## config.mk

```make
export PLATFORM = sky130hd
export DESIGN_NAME = key_debounce_edge_autorepeat
export DESIGN_NICKNAME = d
export VERILOG_FILES = /design/src/rtl/core/kdear_pkg.sv /design/src/rtl/core/key_debounce_edge_autorepeat.sv
export SDC_FILE = /design/constraint.sdc
export NUM_CORES = 1
export LEC_CHECK = 0
export ABC_AREA = 1
export BUFFER_PORTS_ARGS = -buffer_cell sky130_fd_sc_hd__buf_2
export CORE_ASPECT_RATIO = 1.2
export CORE_UTILIZATION = 35
export DETAILED_ROUTE_END_ITERATION = 8
export PLACE_DENSITY_LB_ADDON = 0.08
export SYNTH_ARGS = -nofsm -noshare
export SYNTH_HDL_FRONTEND = slang
export SYNTH_SLANG_ARGS = --single-unit
```

## constraint.sdc

```tcl
create_clock -name clk -period 2.6 [get_ports clk]
set_input_delay 0.13 -clock clk [delete_from_list [all_inputs] [get_ports clk]]
set_output_delay 0.13 -clock clk [all_outputs]
set_load 0.01 [all_outputs]
```

## src/rtl/core/kdear_pkg.sv

```systemverilog
// ----------------------------------------------------------------------------
// kdear_pkg: shared definitions for the key debounce and autorepeat block
// Widths, configuration register indexes, reset values and the result type.
// ----------------------------------------------------------------------------
package kdear_pkg;

    localparam int unsigned KeyBits  = 16;
    localparam int unsigned ByteBits = 8;
    localparam int unsigned CfgBits  = 16;
    localparam int unsigned IdxBits  = 2;

    typedef logic [KeyBits-1:0]  key_word_t;
    typedef logic [ByteBits-1:0] key_byte_t;
    typedef logic [CfgBits-1:0]  cfg_word_t;

    // Configuration register indexes.
    typedef enum logic [IdxBits-1:0] {
        CFG_REPEAT_MASK   = 2'd0,
        CFG_REPEAT_DELAY  = 2'd1,
        CFG_REPEAT_PERIOD = 2'd2
    } cfg_index_t;

    localparam cfg_word_t RepeatMaskReset   = 16'd0;
    localparam cfg_word_t RepeatDelayReset  = 16'd20;
    localparam cfg_word_t RepeatPeriodReset = 16'd5;

    // One result transaction; the packed words are formed at the port.
    typedef struct packed {
        key_word_t pressed;
        key_word_t held;
    } result_t;

endpackage : kdear_pkg

```

## src/rtl/core/key_debounce_edge_autorepeat.sv

```systemverilog
// ----------------------------------------------------------------------------
// key_debounce_edge_autorepeat: key debounce with press edges and autorepeat
// Debounces a 16-bit raw key word per frame and reports presses and repeats.
// ----------------------------------------------------------------------------
// One input transaction per frame tick carries two raw key bytes. The block
// accepts one transaction in every clock cycle while in_stall is low and gives
// exactly one result transaction for each: the whole update of the
// debounce, latch and countdown state is a single stage of bitwise logic and
// one 16-bit decrement that writes into the result or the skid register. A
// two-entry output (result register plus skid register) lets the input keep
// flowing while a result waits; in_stall rises only when both are occupied.
// Configuration writes must be made while no transaction is in flight.
// ----------------------------------------------------------------------------
module key_debounce_edge_autorepeat
(
    input  logic                    clk,
    input  logic                    rst_n,

    // Configuration write port
    input  logic                    cfg_we,
    input  logic [1:0]              cfg_index,
    input  kdear_pkg::cfg_word_t    cfg_data,

    // Input channel: one frame of raw key bytes
    input  logic                    in_valid,
    output logic                    in_stall,
    input  kdear_pkg::key_byte_t    key_byte_high,
    input  kdear_pkg::key_byte_t    key_byte_low,

    // Output channel: one result per frame
    output logic                    out_valid,
    input  logic                    out_stall,
    output kdear_pkg::key_word_t    pressed_mask,
    output kdear_pkg::key_word_t    held_mask,
    output kdear_pkg::key_word_t    first_word,
    output kdear_pkg::key_word_t    second_word
);

    import kdear_pkg::*;

    // Configuration registers.
    cfg_word_t repeat_mask_reg;
    cfg_word_t repeat_delay_reg;
    cfg_word_t repeat_period_reg;

    // Key state.
    key_word_t previous_raw_reg;
    key_word_t level_reg;
    key_word_t press_latch_reg;
    cfg_word_t countdown_reg;

    // Output stage: result register and skid register.
    result_t   result_reg;
    result_t   skid_reg;
    logic      out_valid_reg;
    logic      skid_valid_reg;

    // Next-state logic.
    key_word_t raw;
    key_word_t changed;
    key_word_t level_next;
    key_word_t latch_kept;
    key_word_t press_latch_next;
    cfg_word_t countdown_dec;
    cfg_word_t countdown_next;
    logic      reload;
    logic      expire;
    result_t   result_next;
    logic      in_accept;
    logic      out_take;

    assign in_accept = in_valid && !in_stall;
    assign out_take  = out_valid_reg && !out_stall;

    // Configuration writes; an index outside the register list is ignored.
    always_ff @(posedge clk or negedge rst_n)
    begin
        if (!rst_n)
        begin
            repeat_mask_reg   <= RepeatMaskReset;
            repeat_delay_reg  <= RepeatDelayReset;
            repeat_period_reg <= RepeatPeriodReset;
        end
        else if (cfg_we)
        begin
            case (cfg_index)
                CFG_REPEAT_MASK:   repeat_mask_reg   <= cfg_data;
                CFG_REPEAT_DELAY:  repeat_delay_reg  <= cfg_data;
                CFG_REPEAT_PERIOD: repeat_period_reg <= cfg_data;
                default:           ;
            endcase
        end
    end

    // A bit takes the raw value only if it held steady since the last frame.
    // The countdown restarts from the initial delay whenever a held repeat key
    // bounces or no repeat key is held; otherwise it counts down (wrapping
    // from zero); on reaching zero it restarts from the repeat period and clears
    // the repeat keys' latch so that held ones are reported again on this frame.
    always_comb
    begin
        raw           = {key_byte_high, key_byte_low};
        changed       = previous_raw_reg ^ raw;
        level_next    = (~changed & raw) | (changed & level_reg);
        reload        = ((changed & level_reg & repeat_mask_reg) != '0) ||
                        ((level_next & repeat_mask_reg) == '0);
        countdown_dec = countdown_reg - 16'd1;
        expire        = (countdown_dec == '0);
        latch_kept    = press_latch_reg & level_next;

        if (reload)
        begin
            countdown_next = repeat_delay_reg;
        end
        else if (expire)
        begin
            countdown_next = repeat_period_reg;
            latch_kept     = latch_kept & ~repeat_mask_reg;
        end
        else
        begin
            countdown_next = countdown_dec;
        end

        result_next.pressed = level_next & ~latch_kept;
        result_next.held    = level_next;
        press_latch_next    = latch_kept | result_next.pressed;
    end

    always_ff @(posedge clk or negedge rst_n)
    begin
        if (!rst_n)
        begin
            previous_raw_reg <= '0;
            level_reg        <= '0;
            press_latch_reg  <= '0;
            countdown_reg    <= '0;
        end
        else if (in_accept)
        begin
            previous_raw_reg <= raw;
            level_reg        <= level_next;
            press_latch_reg  <= press_latch_next;
            countdown_reg    <= countdown_next;
        end
    end

    // Output stage. A new result goes to the result register if it is free
    // or being drained this cycle, otherwise it parks in the skid register.
    always_ff @(posedge clk or negedge rst_n)
    begin
        if (!rst_n)
        begin
            out_valid_reg  <= 1'b0;
            skid_valid_reg <= 1'b0;
        end
        else if (skid_valid_reg)
        begin
            if (out_take)
            begin
                skid_valid_reg <= 1'b0;
            end
        end
        else if (in_accept)
        begin
            if (out_valid_reg && !out_take)
            begin
                skid_valid_reg <= 1'b1;
            end
            out_valid_reg <= 1'b1;
        end
        else if (out_take)
        begin
            out_valid_reg <= 1'b0;
        end
    end

    always_ff @(posedge clk)
    begin
        if (skid_valid_reg)
        begin
            if (out_take)
            begin
                result_reg <= skid_reg;
            end
        end
        else if (in_accept)
        begin
            if (out_valid_reg && !out_take)
            begin
                skid_reg <= result_next;
            end
            else
            begin
                result_reg <= result_next;
            end
        end
    end

    assign in_stall     = skid_valid_reg;
    assign out_valid    = out_valid_reg;
    assign pressed_mask = result_reg.pressed;
    assign held_mask    = result_reg.held;
    assign first_word   = {result_reg.held[15:8], result_reg.pressed[15:8]};
    assign second_word  = {result_reg.held[7:0], result_reg.pressed[7:0]};

    // The press latch only ever marks keys that are currently held.
    assert property (@(posedge clk) disable iff (!rst_n)
        (press_latch_reg & ~level_reg) == '0)
        else $error("press latch holds a key that is not held");

    // The skid register is only occupied behind a valid result.
    assert property (@(posedge clk) disable iff (!rst_n)
        skid_valid_reg |-> out_valid_reg)
        else $error("skid register full while result register empty");

    // After an accepted transaction, out_valid is always high on the next cycle.
    assert property (@(posedge clk) disable iff (!rst_n)
        in_accept |=> out_valid_reg)
        else $error("accepted transaction produced no result");

    // A reported press is always a held key.
    assert property (@(posedge clk) disable iff (!rst_n)
        out_valid_reg |-> ((result_reg.pressed & ~result_reg.held) == '0))
        else $error("pressed key reported that is not held");

endmodule : key_debounce_edge_autorepeat

```

* After elaboration in Yosys (flattened, before gate mapping)
Index checks and enable logic that the tools add are counted.
** Storage, ports and cells
- Register bits after elaboration :: 178
- Word-level logic and storage cells :: 65
- Input bits :: 39
** Cells by class
- Equality and inequality tests :: 4
- Reductions and logical operators :: 19
- Bitwise gates (word level) :: 14
- Add/sub/neg operators :: 1
- Muxes and demuxes :: 14
** Operators by type and width (count)
- 2-to-1 mux 32 bit :: 4
- AND 16 bit :: 7
- 2-to-1 mux 16 bit :: 4
- NOT 16 bit :: 3
- zero test 16 bit :: 2
- bitwise OR 16 bit :: 2
- nonzero test 16 bit :: 1
- subtractor 16 x 1 -> 16 bit, second input constant :: 1
- XOR 16 bit :: 1
- AND reduction 2 bit :: 4
- 2-to-1 mux 1 bit :: 6
- AND reduction 3 bit :: 2
- nonzero test 2 bit :: 2
- logical AND 1 bit :: 3
- zero test 1 bit :: 3
- equality test 2 x 1 -> 1 bit, second input constant :: 1
- equality test 2 bit, second input constant :: 1
- zero test 2 bit :: 1
- != test 2 x 1 -> 1 bit, second input constant :: 1
- != test 2 bit, second input constant :: 1
- logical OR 1 bit :: 1
- NOT 1 bit :: 1

* Depth between registers and ports, before layout
Gate-level depths: netlist of the first run.
- Word-level depth :: 13
- Depth in mapped cells :: 15

* Worst setup path after synthesis of the first run
No wires, ideal clock.
- Path kind :: register to register
- From :: register skid_valid_reg, in the netlist in_stall
- To :: register result_reg, in the netlist held_mask[0] (enable)
- Path buffers :: 0
- Period minus slack after synthesis :: 2.854 ns
- Data required time :: 2.168 ns
- Cell stages (with the launch flop) :: 6
- Library setup time :: 0.432 ns
- Arrival :: 2.423 ns
- Path slack :: -0.254 ns
- Cell sequence :: dfrtp_1 inv_1 nand2_1 inv_2 a21oi_1 a21oi_1
** Between the ends
- Cells in the longest elaborated chain, start to end :: 4
- Elaborated cells on any way between the ends :: 6
** RTL lines
- start: declaration :: RTL line key_debounce_edge_autorepeat.sv:56 : logic skid_valid_reg;
- start signal: assignment :: RTL line key_debounce_edge_autorepeat.sv:155 : skid_valid_reg <= 1'b0;
- start signal: assignment :: RTL line key_debounce_edge_autorepeat.sv:161 : skid_valid_reg <= 1'b0;
- start signal: assignment :: RTL line key_debounce_edge_autorepeat.sv:168 : skid_valid_reg <= 1'b1;
- zero test 1 bit :: RTL line key_debounce_edge_autorepeat.sv:72 : assign in_accept = in_valid && !in_stall;
- logical AND 1 bit :: RTL line key_debounce_edge_autorepeat.sv:72
- nonzero test 2 bit (no source line)
- AND reduction 3 bit (no source line) (*)
- end signal: assignment :: RTL line key_debounce_edge_autorepeat.sv:184 : result_reg <= skid_reg;
- end signal: assignment :: RTL line key_debounce_edge_autorepeat.sv:195 : result_reg <= result_next;
- end: declaration :: RTL line key_debounce_edge_autorepeat.sv:53 : result_t result_reg;
Every way passes the cells marked *; elsewhere a longest branch is shown, timed or not.
A chain may end at the register's enable or synchronous reset.

==> impl_metrics.ini, run 1 <==
[clocking]
clock-sinks = 178
insertion_delay_ns = 0.42
numCtsBuffers = 17
path_clk_slew_ns = 0.07
cts_tree = yes
clock_path_buffers = 2
cts_root_buf = clkbuf_16
htreeDepth = 4
post_cts_buffers = 0

[detailed_routing]
highest_layer = met4
drtIter0Drc = 385
wl_met2_mm = 10.4
wl_met3_um = 538
wl_met1_mm = 10.7
postRouteWirelength_mm = 21.9
avgViaCountPerCell = 4.63
wl_per_cell_um = 14.9
dr.pass1.iters = 7
drc = 0
via_count = 6770
detail-route-antenna-nets = 0

[synth]
ys_top_cells_by_area = dfrtp_1 (32%), edfxtp_1 (22%), nand2_1 (16%)
ys_seq_area_share_pct = 55.8
async_flop_share_pct = 64.0
yosys.area.top_type = dfrtp_1
ys_seq_elements = 178
synth_edf_count = 64
syn_inst = 1034
avgSynthCellArea_um2 = 8.28
synth_nets = 1075
synth_warnings = 0
synth_top_area_share_pct = 32.2
netlist_area_um2 = 8560
synthFlopType = dfrtp_1
synthDistinctLibCells = 28

[floorplan]
die_h_um = 173
fp.dieW_um = 145
io_pins = 105
start_util_pct = 35.7
fp.coreArea_um2 = 24000
row_count = 62
die_area_um2 = 25100

[placement]
place_area_um2 = 9290
hpwl_mm = 14.9
portBuffers = 104
globalplace.congestion = 0.866

[sta]
finalCriticalPeriod_ns = 2.31
rsz0062_at_grt = no
finalClockSkew_ns = 0.0114
final-setup-viol-count = 0
hold_violations = 0
max-slew-margin-rel_pct = 54.5
worstMarginPinSlew_ns = 0.683
timing.final.crit_share_pct = 89.0
maxSlewViolCount = 0
max_freq_mhz = 432
final.setup.tns_ns = 0

[grt]
grt_max_degree = 115
track_usage_pct = 18.6
overflow = 0
antenna_found_initial = 0
grt_pass1_vias = 6684
grt_pass1_wl_mm = 35.6

[layout]
stdcell_area_um2 = 10100
fin_nets = 1171
syn2layout_area_growth_pct = 18.3
largest_reg_flops = 32
drive_gt1_share_pct = 15.5
diodes = 0

[worst_setup_path]
r2r_end = pressed_mask[2]
cp-end-kind = register
crit_fanout = 18
critPathKind = reg -> reg
critPathArrivalTime_ns = 2.61
rrSetupSlack_ns = 0.29
startpoint = countdown_reg[0]
timing.rr.start = countdown_reg[0]
rr_worst_depth = 12
cp_data_required_time_ns = 2.90
start_kind = register
endpoint = pressed_mask[2]

[pwr]
power_uw = 11800
powerDensity_nw_per_um2 = 1170
p_leak_uw = 0.00498
vdd_drop_max_uv = 470

[min_path]
hp-class = in -> reg

[flow_run]
cap_viol_max_count = 0

[run_status]
status = finished, final reports clean
-- placed cells by master, fill, tap and decap left out, types with 2 or more instances in the layout --
cell	instances
a21oi_1	29
a31oi_1	15
and2_1	2
buf_12	4
buf_2	103
buf_4	18
bufinv_16	3
clkbuf_1	2
clkbuf_16	17
clkinv_4	2
clkinvlp_4	2
dfrtp_1	110
dfstp_2	4
dlygate4sd3_1	22
edfxtp_1	64
inv_1	104
inv_6	3
inv_8	2
nand2_1	367
nand2_2	4
nand3_1	47
nand3b_1	5
nand4_1	22
nor2_1	87
nor2_2	6
nor2_4	4
o21ai_0	78
o21ai_1	8
-- critical path, cell delays in order (launching register included) --
cell     delay (ns)
dfrtp_1        0.41
inv_1          0.17
ha_4           0.19
nand2_2        0.10
nor2_1         0.20
nand2_1        0.10
xor2_1         0.16
nor2_2         0.24
buf_12         0.20
nand4_1        0.13
nand2_1        0.13
nand2_1        0.06
nand2_1        0.08
-- through the flow --
| step | hold WS (ns) | setup slack (ns) | std cells | utilization (%) |
|---|---|---|---|---|
| after floorplan | -0.166 | 0.457 | 1034 | - |
| after global placement | 0.295 | 0.240 | 1409 | 38.7 |
| after detailed placement | 0.297 | 0.235 | 1409 | 38.7 |
| after CTS | 0.00258 | 0.208 | 1463 | 42.2 |
| after global routing | 0.0247 | 0.0270 | 1463 | 42.2 |
| final | 0.0135 | 0.287 | 1463 | 42.2 |
-- cell families after synthesis --
logic type | share of synthesized area, %
fa+ha+maj | 0.292
compound gates | 7.98
buf+inv | 9.56
flops | 55.8
xor+xnor | 0.205
simple gates | 26.1
-- timing repair --
action,4_1_cts,5_1_grt
hold endpoints to repair,136,0
endpoints found under the setup margin,0,12
resized for setup,0,2
hold buffers,22,0
-- metal layers --
layer | global-route usage (%) | vias up
li1 | - | 3484
met1 | 25.8 | 3147
met2 | 30.3 | 126
met3 | 3.01 | 13
met4 | 4.34 | 0
met5 | 0 | -
-- Yosys cell counts, types with 9 or more instances --
master and n:
nand4_1 22, buf_2 9, a21oi_1 30, a31oi_1 15, nand3_1 47, dfrtp_1 110
buf_4 34, inv_1 104, edfxtp_1 64, o21ai_0 78, clkbuf_1 19, nor2_1 89
nand2_1 368
-- how the worst min path moves through the flow --
stage	endpoint	cells after the start	from	slack, ns
2_1_floorplan	countdown_reg[0]	0	rst_n	-0.17
3_3_place_gp	repeat_mask_reg[4]	2	rst_n	0.30
3_5_place_dp	repeat_delay_reg[3]	2	rst_n	0.30
4_1_cts	repeat_delay_reg[5]	3	cfg_data[5]	0.003
5_1_grt	repeat_period_reg[5]	3	cfg_data[5]	0.02
6_report	repeat_delay_reg[5]	3	cfg_data[5]	0.01
-- report_power, final --
group | switching [µW] | internal, µW | total [µW]
registers | 600 | 4090 | 4690
clock network | 1150 | 1540 | 2690
logic | 2920 | 1510 | 4430
-- final cells by class --
class	instances	area, µm²
fillers	2498	13800
multi-input cells	681	2990
clock buffers	19	433
inverters	105	394
clock inverters	13	175
well taps	320	400
flip-flops and latches	178	4780
repair buffers	147	951
Note: power is estimated with default switching activity, not from simulation.
==> run 2: changes to the inputs <==
--- a/config.mk
+++ b/config.mk
@@ -11,6 +11,7 @@
 export CORE_UTILIZATION = 35
 export DETAILED_ROUTE_END_ITERATION = 8
 export PLACE_DENSITY_LB_ADDON = 0.08
+export RECOVER_POWER = 25
 export SYNTH_ARGS = -nofsm -noshare
 export SYNTH_HDL_FRONTEND = slang
 export SYNTH_SLANG_ARGS = --single-unit
==> impl_metrics.ini, run 2 (synthesis gave the netlist of run 1 again) <==
[placement]
globalplace.congestion = 0.866
hpwl_mm = 14.9
pre_cts_ws_ns = 0.235
portBuffers = 104

[grt]
overflow = 0
antenna_found_initial = 0
grt_pass1_vias = 6684
track_usage_pct = 18.6
grt_max_degree = 115
grt_pass1_wl_mm = 35.6

[pwr]
p_switching_uw = 4680
switching_share_pct = 39.6
comb_power_share_pct = 37.5
p_leak_uw = 0.00498
pwr-share-seq_pct = 39.7
powerDensity_nw_per_um2 = 1170
power_uw = 11800
p_clk_share_pct = 22.8
p_int_uw = 7130
vdd_drop_max_uv = 470

[worst_setup_path]
critPathMaxStageDelay_ns = 0.41
critPathArrivalTime_ns = 2.61
cp_top_family = simple AND/OR/NAND/NOR gates
cp_slowest_cell = dfrtp_1
crit_fanout = 18
start_kind = register
rr_worst_depth = 12
critPathKind = reg -> reg
cp_data_required_time_ns = 2.90
path_cells = inv_1 -> ha_4 -> nand2_2 -> nor2_1 -> nand2_1 -> xor2_1 -> nor2_2 -> buf_12 -> nand4_1 -> nand2_1 -> nand2_1 -> nand2_1
cp-end-kind = register
rrSetupSlack_ns = 0.29
timing.rr.start = countdown_reg[0]
crit_buf_inv = 2
r2r_end = pressed_mask[2]
cpMostUsedCell = nand2_1

[min_path]
hp-class = in -> reg
hold_depth = 3
hp-start = cfg_data[5]
worstHoldEndpoint = repeat_delay_reg[5]

[flow_run]
cap_viol_max_count = 1

[layout]
nFillCells = 2500
fin_nets = 1171
final_cell_mix = nand2_1 (367), dfrtp_1 (110), inv_1 (104), buf_2 (103), nor2_1 (87)
layout_commonest_cell = nand2_1
diodes = 0
syn2layout_area_growth_pct = 18.2
drive_gt1_share_pct = 15.3
largest_reg_flops = 32

[sta]
max_freq_mhz = 433
finalCriticalPeriod_ns = 2.31
max-slew-margin-rel_pct = -13.0
rsz0062_at_grt = no
final-setup-viol-count = 0
finalWorstSetupSlack_ns = 0.289
hold_violations = 0
final.setup.tns_ns = 0
finalClockSkew_ns = 0.0115
timing.final.crit_share_pct = 88.9
maxSlewViolCount = 115
worstMarginPinSlew_ns = 1.69

[detailed_routing]
postRouteWirelength_mm = 21.9
drc = 0
dr.pass1.iters = 5
wl_per_cell_um = 15.0
detail-route-antenna-nets = 0
via_count = 6790
drtIter0Drc = 390
avgViaCountPerCell = 4.64

[floorplan]
die_area_um2 = 25100
die_h_um = 173
row_count = 62
io_pins = 105
start_util_pct = 35.7
fp.dieW_um = 145
fp.coreArea_um2 = 24000

[clocking]
insertion_delay_ns = 0.42
clock_path_buffers = 2
cts_tree = yes
htreeDepth = 4
path_clk_slew_ns = 0.07
clock-sinks = 178
post_cts_buffers = 0
numCtsBuffers = 17
cts_root_buf = clkbuf_16

[run_status]
status = finished with violations
violations = max-capacitance violations, max-slew violations
==> run 2: cell count changes in the layout (fill, tap and decap cells not counted), sizes merged <==
| cell | previous run | this run |
|---|---|---|
| clkbuf | 19 | 21 |
| buf | 125 | 123 |
==> run 2: power groups by stage <==
stage	Sequential, µW	Clock [µW]	Combinational [µW]
after CTS	4690	2770	4500
final	4690	2690	4430
after floorplan	4720	0	3080
after detailed placement	4740	0	4460
after global placement	4720	0	4470
after global routing	4830	2860	5110
==> run 2: metrics by stage <==
step           utilization [%]  area (µm²)  std cells  hold slack [ns]
2_1_floorplan                -        8570       1034           -0.166
3_3_place_gp              38.7        9290       1409            0.295
3_5_place_dp              38.7        9290       1409            0.297
4_1_cts                   42.2       10100       1463          0.00258
5_1_grt                   42.2       10100       1463           0.0247
6_report                  42.2       10100       1463           0.0138
==> run 2: how the worst max path moves through the flow <==
stage                              from                 to  slack, ns  cells after the start
floorplan                      in_stall       held_mask[0]       0.46                      5
global placement       countdown_reg[0]   countdown_reg[3]       0.24                     13
detailed placement     countdown_reg[0]    pressed_mask[2]       0.23                     12
CTS                 previous_raw_reg[3]   pressed_mask[11]       0.21                     12
global route           countdown_reg[0]  countdown_reg[11]       0.03                     15
finish                 countdown_reg[0]    pressed_mask[2]       0.29                     12
==> run 2: layout make-up <==
cell class / instances / area [µm²] / share of cell area, %
Timing Repair Buffer: 147 / 938 / 9.28
Tap cell: 320 / 400 / 3.96
Clock inverter: 13 / 175 / 1.73
Clock buffer: 19 / 433 / 4.28
Inverter: 105 / 394 / 3.90
Sequential cell: 178 / 4780 / 47.3
Multi-Input combinational cell: 681 / 2990 / 29.6
==> run 2: per-layer routing <==
| metal | GRT usage [%] | routed length, µm | vias up |
|---|---|---|---|
| met5 | 0 | 0 | - |
| met2 | 30.3 | 10400 | 135 |
| met1 | 25.8 | 10800 | 3163 |
| met4 | 4.34 | 231 | 0 |
| met3 | 3.01 | 557 | 13 |
| li1 | - | - | 3479 |
==> run 2: what timing repair did <==
item / in CTS / in global routing
resized for setup: 0 / 2
setup endpoints to repair: 0 / 12
endpoints found under the hold margin: 136 / 0
hold buffers: 22 / 0
==> run 2: tightest hold or removal path, cell delays in order <==
cell and delay, ns:
buf_2 0.09, inv_1 0.08, o21ai_0 0.09
